File: src/rtl/core/ipv4dq_pkg.sv
`timescale 1ns / 1ps

package ipv4dq_pkg;

	// parser phase, also reported as the status field of each result beat
	typedef enum logic [1:0] {
		PH_IDLE  = 2'd0,
		PH_BUSY  = 2'd1,
		PH_DONE  = 2'd2,
		PH_ERROR = 2'd3
	} phase_t;

	localparam logic [7:0] CH_ZERO = 8'h30;
	localparam logic [7:0] CH_NINE = 8'h39;
	localparam logic [7:0] CH_DOT  = 8'h2E;

	localparam int unsigned MAX_DIGITS = 3;
	localparam int unsigned LAST_OCTET = 3;

	localparam int unsigned CH_W     = 8;
	localparam int unsigned ADDR_W   = 32;
	localparam int unsigned LEN_W    = 4;
	localparam int unsigned OUT_W    = 40;

endpackage

File: src/rtl/core/ipv4_dotted_quad_parser_top.sv
`timescale 1ns / 1ps

// IPv4 dotted-decimal parser. Feed the address text one ASCII character per
// beat on s_axis; set s_axis_tuser on the first character of a new address to
// restart the parser. Every input beat yields exactly one result beat on
// m_axis carrying the status (idle, parsing, complete, error), the address
// (first octet in bits 31..24, nonzero only when complete), the number of
// characters consumed so far, and whether this character was part of the
// address. Octets are one to three digits and wrap modulo 256; the first three
// must be followed by a dot, and the last one ends after three digits or at a
// non-digit, which is reported as not used. Throughput is one character per
// clock while neither side stalls; the path runs through an input register
// and a result register, with the whole per-character state update (one
// multiply-by-ten add and a few compares) done combinationally between them.
// Either side may stall freely; a full result register does not stop the
// input register from holding the next character.
module ipv4_dotted_quad_parser_top (
	input  logic        clk,
	input  logic        arst_n,

	input  logic        s_axis_tvalid,
	output logic        s_axis_tready,
	input  logic [7:0]  s_axis_tdata,   // [7:0] ch
	input  logic        s_axis_tuser,   // [0] start_req

	output logic        m_axis_tvalid,
	input  logic        m_axis_tready,
	output logic [39:0] m_axis_tdata    // [1:0] status, [33:2] address,
	                                    // [37:34] length, [38] char_used, [39] zero
);

	localparam logic [ipv4dq_pkg::LEN_W-1:0] LEN_ONE = 1;

	// input register
	logic                            valid_s1;
	logic [ipv4dq_pkg::CH_W-1:0]     ch_s1;
	logic                            start_s1;

	// result register
	logic                            valid_s2;
	ipv4dq_pkg::phase_t              status_s2;
	logic [ipv4dq_pkg::ADDR_W-1:0]   addr_s2;
	logic [ipv4dq_pkg::LEN_W-1:0]    len_s2;
	logic                            used_s2;

	// parser state
	ipv4dq_pkg::phase_t              phase_q;
	logic [1:0]                      oct_idx_q;
	logic [1:0]                      dig_cnt_q;
	logic [7:0]                      oct_val_q;
	logic [23:0]                     part_addr_q;
	logic [ipv4dq_pkg::LEN_W-1:0]    chr_cnt_q;

	// next state from the combinational step
	ipv4dq_pkg::phase_t              phase_d;
	logic [1:0]                      oct_idx_d;
	logic [1:0]                      dig_cnt_d;
	logic [7:0]                      oct_val_d;
	logic [23:0]                     part_addr_d;
	logic [ipv4dq_pkg::LEN_W-1:0]    chr_cnt_d;
	logic                            used_d;
	logic [ipv4dq_pkg::ADDR_W-1:0]   addr_d;

	logic adv;     // s1 moves into the result register
	logic take_in;

	assign adv           = valid_s1 && (!valid_s2 || m_axis_tready);
	assign s_axis_tready = !valid_s1 || adv;
	assign take_in       = s_axis_tvalid && s_axis_tready;

	// one character step
	always_comb begin
		logic       is_dig;
		logic [3:0] dval;
		logic [7:0] mul10;

		is_dig = (ch_s1 >= ipv4dq_pkg::CH_ZERO) && (ch_s1 <= ipv4dq_pkg::CH_NINE);
		dval   = ch_s1[3:0];  // low nibble of an ASCII digit is its value
		mul10  = {oct_val_q[4:0], 3'b000} + {oct_val_q[6:0], 1'b0};

		// a start restarts from a cleared parse
		if (start_s1) begin
			phase_d     = ipv4dq_pkg::PH_BUSY;
			oct_idx_d   = 2'd0;
			dig_cnt_d   = 2'd0;
			oct_val_d   = 8'd0;
			part_addr_d = 24'd0;
			chr_cnt_d   = '0;
		end else begin
			phase_d     = phase_q;
			oct_idx_d   = oct_idx_q;
			dig_cnt_d   = dig_cnt_q;
			oct_val_d   = oct_val_q;
			part_addr_d = part_addr_q;
			chr_cnt_d   = chr_cnt_q;
		end
		used_d = 1'b0;

		if (phase_d == ipv4dq_pkg::PH_BUSY) begin
			if (dig_cnt_d == 2'd0) begin
				if (!is_dig) begin
					phase_d = ipv4dq_pkg::PH_ERROR;
				end else begin
					oct_val_d = {4'd0, dval};
					dig_cnt_d = 2'd1;
					chr_cnt_d = chr_cnt_d + LEN_ONE;
					used_d    = 1'b1;
				end
			end else if (dig_cnt_d < 2'(ipv4dq_pkg::MAX_DIGITS) && is_dig) begin
				// dig_cnt_d nonzero here, so the state is unchanged by start
				oct_val_d = mul10 + {4'd0, dval};
				dig_cnt_d = dig_cnt_d + 2'd1;
				chr_cnt_d = chr_cnt_d + LEN_ONE;
				used_d    = 1'b1;
				if (oct_idx_d == 2'(ipv4dq_pkg::LAST_OCTET) &&
				    dig_cnt_d == 2'(ipv4dq_pkg::MAX_DIGITS)) begin
					phase_d = ipv4dq_pkg::PH_DONE;
				end
			end else if (oct_idx_d == 2'(ipv4dq_pkg::LAST_OCTET)) begin
				// non-digit closes the last octet, not consumed
				phase_d = ipv4dq_pkg::PH_DONE;
			end else if (ch_s1 == ipv4dq_pkg::CH_DOT) begin
				part_addr_d = {part_addr_d[15:0], oct_val_d};
				oct_idx_d   = oct_idx_d + 2'd1;
				dig_cnt_d   = 2'd0;
				oct_val_d   = 8'd0;
				chr_cnt_d   = chr_cnt_d + LEN_ONE;
				used_d      = 1'b1;
			end else begin
				phase_d = ipv4dq_pkg::PH_ERROR;
			end
		end

		addr_d = (phase_d == ipv4dq_pkg::PH_DONE) ? {part_addr_d, oct_val_d} : '0;
	end

	// input register
	always_ff @(posedge clk or negedge arst_n) begin
		if (!arst_n) begin
			valid_s1 <= 1'b0;
		end else if (s_axis_tready) begin
			valid_s1 <= s_axis_tvalid;
		end
	end

	always_ff @(posedge clk) begin
		if (take_in) begin
			ch_s1    <= s_axis_tdata;
			start_s1 <= s_axis_tuser;
		end
	end

	// parser state advances once per character
	always_ff @(posedge clk or negedge arst_n) begin
		if (!arst_n) begin
			phase_q     <= ipv4dq_pkg::PH_IDLE;
			oct_idx_q   <= 2'd0;
			dig_cnt_q   <= 2'd0;
			oct_val_q   <= 8'd0;
			part_addr_q <= 24'd0;
			chr_cnt_q   <= '0;
		end else if (adv) begin
			phase_q     <= phase_d;
			oct_idx_q   <= oct_idx_d;
			dig_cnt_q   <= dig_cnt_d;
			oct_val_q   <= oct_val_d;
			part_addr_q <= part_addr_d;
			chr_cnt_q   <= chr_cnt_d;
		end
	end

	// result register
	always_ff @(posedge clk or negedge arst_n) begin
		if (!arst_n) begin
			valid_s2 <= 1'b0;
		end else if (adv) begin
			valid_s2 <= 1'b1;
		end else if (m_axis_tready) begin
			valid_s2 <= 1'b0;
		end
	end

	always_ff @(posedge clk) begin
		if (adv) begin
			status_s2 <= phase_d;
			addr_s2   <= addr_d;
			len_s2    <= chr_cnt_d;
			used_s2   <= used_d;
		end
	end

	assign m_axis_tvalid = valid_s2;
	assign m_axis_tdata  = {1'b0, used_s2, len_s2, addr_s2, status_s2};

endmodule
File: config.mk
export PLATFORM = sky130hd
export DESIGN_NAME = ipv4_dotted_quad_parser_top
export DESIGN_NICKNAME = d
export VERILOG_FILES = /design/src/rtl/core/ipv4dq_pkg.sv /design/src/rtl/core/ipv4_dotted_quad_parser_top.sv
export SDC_FILE = /design/constraint.sdc
export NUM_CORES = 1
export LEC_CHECK = 0
export BUFFER_PORTS_ARGS = -buffer_cell sky130_fd_sc_hd__buf_2
export CAP_MARGIN = 20
export CELL_PAD_IN_SITES_DETAIL_PLACEMENT = 0
export CELL_PAD_IN_SITES_GLOBAL_PLACEMENT = 1
export CORE_UTILIZATION = 40
export CTS_BUF_LIST = sky130_fd_sc_hd__clkbuf_8
export CTS_CLUSTER_SIZE = 10
export DETAILED_ROUTE_END_ITERATION = 10
export PLACE_DENSITY = 0.72
export SYNTH_ARGS = -nofsm -noshare
export SYNTH_HDL_FRONTEND = slang
export SYNTH_SLANG_ARGS = --single-unit
File: constraint.sdc
create_clock -name clk -period 3.43 [get_ports clk]
set_input_delay 0.1715 -clock clk [delete_from_list [all_inputs] [get_ports clk]]
set_output_delay 0.1715 -clock clk [all_outputs]
set_load 0.01 [all_outputs]
* Word-level counts from Yosys, hierarchy flattened
Index checks and enable logic that the tools add are counted.
** Word-level totals
- Register bits after elaboration :: 92
- Input bits :: 13
- Output and inout port bits :: 42
- Logic and storage cells :: 86
** Operators by class
- Add/subtract/negate cells :: 5
- Magnitude comparators :: 3
- Eq/ne operators :: 5
- Mux-type cells :: 48
- Reductions and logical operators :: 11
** Operators with widths (count)
- $mux 24 :: 6
- $mux 8 :: 7
- $mux 2 :: 21
- $mux 4 :: 7
- $add 8x4->8 :: 1
- $add 8x8->8 :: 1
- $eq 8x6->1 const B :: 1
- $ge 8x6->1 const B :: 1
- $le 8x6->1 const B :: 1
- $mux 1 :: 7
- $eq 2x2->1 const B :: 3
- $logic_and 1x1->1 :: 5
- $add 2x1->2 const B :: 2
- $add 4x1->4 const B :: 1
- $eq 2x1->1 const B :: 1
- $logic_not 1->1 :: 2
- $logic_not 2->1 :: 1
- $logic_or 1x1->1 :: 2
- $lt 2x2->1 const B :: 1
- $reduce_bool 2->1 :: 1

* Logic depth before layout (Yosys ltp)
- Depth in word-level cells :: 9
- Gate-level depth with buffers :: 12
- Gate-level depth less buffers :: 10

* Least setup slack after synthesis
No wires, ideal clock.
- Path type :: register -> register
- Start point :: register start_s1
- End point :: register addr_s2[10] (netlist bit) (data pin)
- Library setup time :: 0.257 ns
- Arrival time :: 2.600 ns
- Setup slack :: 0.573 ns
- Stages on the path, launching flop included :: 12
- Clock period less this slack :: 2.857 ns
- Path through :: edfxtp_1 clkbuf_1 clkbuf_1 clkbuf_1 nor2b_1 ha_1 nor2_1 and3_1 o21ai_1 a211oi_2 buf_6 nor3_2
** Between the ends
- Word-level cells in the longest chain between the ends :: 9
- Elaborated cells on any way between the ends :: 26
** RTL lines
- start: declaration :: RTL line ipv4_dotted_quad_parser_top.sv:37 : logic start_s1;
- start signal: assignment :: RTL line ipv4_dotted_quad_parser_top.sv:149 : start_s1 <= s_axis_tuser;
- $mux 2 :: RTL line ipv4_dotted_quad_parser_top.sv:82 : if (start_s1) begin
- $add 2x1->2 :: RTL line ipv4_dotted_quad_parser_top.sv:112 : dig_cnt_d = dig_cnt_d + 2'd1;
- $eq 2x2->1 :: RTL line ipv4_dotted_quad_parser_top.sv:116 : dig_cnt_d == 2'(ipv4dq_pkg::MAX_DIGITS)) begin
- $logic_and 1x1->1 :: RTL line ipv4_dotted_quad_parser_top.sv:115 : if (oct_idx_d == 2'(ipv4dq_pkg::LAST_OCTET) &&
- $mux 2 :: RTL line ipv4_dotted_quad_parser_top.sv:115
- $mux 2 :: RTL line ipv4_dotted_quad_parser_top.sv:109 : end else if (dig_cnt_d < 2'(ipv4dq_pkg::MAX_DIGITS) && is_dig) begin
- $mux 2 :: RTL line ipv4_dotted_quad_parser_top.sv:100 : if (dig_cnt_d == 2'd0) begin
- $mux 2 :: RTL line ipv4_dotted_quad_parser_top.sv:99 : if (phase_d == ipv4dq_pkg::PH_BUSY) begin
- $eq 2x2->1 :: RTL line ipv4_dotted_quad_parser_top.sv:134 : addr_d = (phase_d == ipv4dq_pkg::PH_DONE) ? {part_addr_d, oct_val_d} : '0;
- end signal: assignment :: RTL line ipv4_dotted_quad_parser_top.sv:186 : addr_s2 <= addr_d;
- end: declaration :: RTL line ipv4_dotted_quad_parser_top.sv:42 : logic [ipv4dq_pkg::ADDR_W-1:0] addr_s2;
Several ways; a longest one is shown, not always the timed one.
A chain may end at the register's enable or synchronous reset.

* Final worst setup path
- Start point :: register start_s1
- End point :: register addr_s2[23] (netlist bit) (data pin)
Same word-level chain as after synthesis.

==> metrics <==
Least-Margin Pin Slew=699 ps; maxcap violations=0; # IOs=55; Slew headroom=52.9%; peak supply drop=306 uV; status=completed; Final Skew=17.8 ps; layout cell share with drive strength beyond 1=22.7%; post-synthesis mux area share=5.91%; area grow syn2layout=14.9%; Synth Area in Adders=4.62%; floorplan row count=40; Hold Crit Class=in -> reg; clock root cell=clkbuf_8; endpoints failing setup=0; Initial Utilization=41.0%; global route overflow=0; Post-Syn Area=4930 um2; largest family of logic cells by synthesized area=simple AND/OR/NAND/NOR gates; first-pass GRT wire length=18400 um; H-tree depth=3; Die Area=12800 um2; Crit Path Class=reg -> reg; Gate Count Post-Synth=439; RSZ-0062 raised after global routing=false; Worst-Skew Late Latency=380 ps; asr flop ratio synth=47.8%; Yosys cell types=63; Synth Area in Compound Gates=16.2%; CTS Buffer Depth=2; Max FO, Critical Path=40; final worst path period share=82.5%; Synth Net Count=469; # clock sinks=92; Worst-path clk slew=100 ps; post-layout util=47.1%; Post-synth EDFFs=48; total number of vias=3575; clock period minus worst slack=2830 ps; Layout fillers=1097; CTS tree=yes; die height=113 um; Core Region=12000 um2; Critical Path AT=2960 ps; Post-Synth Simple-Gate Area=16.6%; Synth Flop Type=edfxtp_1; HPWL after DPL=7750 um; Detailed Routing Iterations Pass 1=7; post-route ant nets=0; CTS-repair resized insts=0; final hold vios=0; post-synthesis sequential area ratio=51.6%; GRT Resource Usage Total=19.0%; GPL Wtd Cong=0.846; power per cell area=462 nW/um2; Final TNS setup=0 ps; max-slew violations=0; yosys warns=0; vias in the first global route=3455; average cell area after synthesis=11.2 um2; Vias/cell=5.50; hold slack final=77.2 ps; Max Clk Rate=353 MHz; Worst EP required=3560 ps; flops & latches, synth=92; I/O Buffers=53; Antenna diodes=0; Nets=528; Remaining DRCs=0; antenna violations before repair=0; clock buffer count from CTS=9; Routed WL=11300 um; Die X=113 um; startpoint type of the worst setup path=flip-flop; leak pwr=2.35 nW; Initial DRC Count=250; drt wl/cell=17.4 um; Crit. End Element=flip-flop; largest net degree at the start of global routing=49; xor and xnor area share after synthesis=1.24%
==> stage by stage <==
step	setup slack, ps	cell area (um2)	total power (W)	instances
final	599	5660	0.00262	650
after global routing	323	5660	0.00275	650
after CTS	595	5660	0.00265	650
after detailed placement	615	5350	0.00185	623
after global placement	606	5350	0.00185	623
after floorplan	573	4930	0.00168	439
==> registers in the layout, indices dropped and copies added, names as in the netlist <==
| register | cells |
|---|---|
| start_s1 | 1 |
| ch_s1 | 8 |
| m_axis_tvalid | 1 |
| oct_idx_q | 2 |
| phase_q | 2 |
| part_addr_q | 24 |
| addr_s2 | 32 |
| status_s2 | 2 |
| used_s2 | 1 |
| dig_cnt_q | 2 |
| oct_val_q | 8 |
| chr_cnt_q | 4 |
| valid_s1 | 1 |
| len_s2 | 4 |
==> where the power goes <==
group / internal (W) / leakage, nW / switching [W]
combinational: 0.000216 / 1.19 / 0.000319
clock: 0.000350 / 0.107 / 0.000429
sequential: 0.00123 / 1.06 / 0.0000733
==> layer usage <==
metal  GRT usage [%]  up-vias  share of wire, %
met5               0        -                 0
met4            4.65        0              0.56
met1            24.7     1722                45
li1                -     1757                 -
met3            5.09        4               5.0
met2            31.5       92                50
==> layout make-up <==
cell class	instances	area, um2	share of cell area [%]
inverter	13	48.8	0.862
timing repair buffer	74	463	8.17
tap	147	184	3.25
multi-input combinational	308	2220	39.2
clock inverter	7	81.3	1.44
clock buffer	9	124	2.19
sequential	92	2540	44.9
==> cells by family (layout without fill, tap and decap cells) <==
| family | after synthesis | after routing |
|---|---|---|
| AND/OR/NAND/NOR | 138 | 138 |
| AO/OA/AOI/OAI | 116 | 116 |
| flip-flops | 92 | 92 |
| buffers and inverters | 39 | 103 |
| multiplexers | 29 | 29 |
| adder cells (fa/ha/maj) | 17 | 17 |
| XOR/XNOR | 7 | 7 |
| other | 1 | 1 |
==> placed cells by master, fill, tap and decap left out, types with 2 or more instances in the layout <==
cell type	synthesis	routed
a32o_1	3	3
nor3_2	21	21
inv_6	0	3
o21ai_0	32	32
nor2_1	17	17
nand2b_1	4	4
and3_1	3	3
xnor2_1	4	4
buf_4	3	9
mux2i_1	28	28
nor4b_1	2	2
clkbuf_8	0	9
o2111ai_1	6	6
o21ai_1	4	4
a21oi_1	15	15
xor2_1	3	3
o211ai_1	3	3
nand3_1	7	7
a21o_1	3	3
a211oi_1	3	3
inv_1	12	11
a22o_1	3	3
buf_2	8	53
ha_1	15	15
nor4_1	4	4
dfrtp_1	44	44
o2bb2ai_1	3	3
nor2b_1	10	10
a22oi_1	28	28
edfxtp_1	48	48
nor3_1	6	6
nand2_1	50	50
dlygate4sd3_1	0	11
and2_1	2	2
fa_1	2	2
==> path summary, 6_finish.rpt <==
path	from	to	slack, ps	cells past startpoint
worst max-delay path	start_s1	addr_s2[23]	600	8
worst min-delay path	m_axis_tready	m_axis_tvalid	80	3
worst max register to register	start_s1	addr_s2[23]	600	8
worst min register to register	valid_s1	m_axis_tvalid	490	1
max in group asynchronous	arst_n	dig_cnt_q[1]	2390	3
min in group asynchronous	arst_n	part_addr_q[7]	250	2
==> worst max-delay path, stage by stage (launching register included) <==
cell       delay, ps
edfxtp_1         450
inv_1            260
nand2_1          150
ha_1             320
nor4b_2          470
o2111ai_4        340
buf_12           290
mux2i_1          230
nor3_2            50
==> cells in the mapped netlist (3+ instances only) <==
master,count,area (um2)
a211oi_1,3,22.5
a21o_1,3,22.5
a21oi_1,15,75.1
a22o_1,3,26.3
a22oi_1,28,210
a32o_1,3,30.0
and3_1,3,18.8
buf_2,8,40.0
buf_4,3,22.5
clkbuf_1,12,45.0
dfrtp_1,44,1100
edfxtp_1,48,1440
ha_1,15,188
inv_1,12,45.0
mux2i_1,28,280
nand2_1,50,188
nand2b_1,4,25.0
nand3_1,7,35.0
nor2_1,17,63.8
nor2b_1,10,62.6
nor3_1,6,30.0
nor3_2,21,210
nor4_1,4,25.0
o2111ai_1,6,52.6
o211ai_1,3,22.5
o21ai_0,32,160
o21ai_1,4,20.0
o2bb2ai_1,3,26.3
xnor2_1,4,35.0
xor2_1,3,26.3
==> what timing repair did <==
action | 4_1_cts | 5_1_grt
setup endpoints to repair | 0 | 0
hold endpoints to repair | 26 | 0
hold buffers | 11 | 0
buffers inserted | 0 | 0
Note: power is estimated with default switching activity, not from simulation.
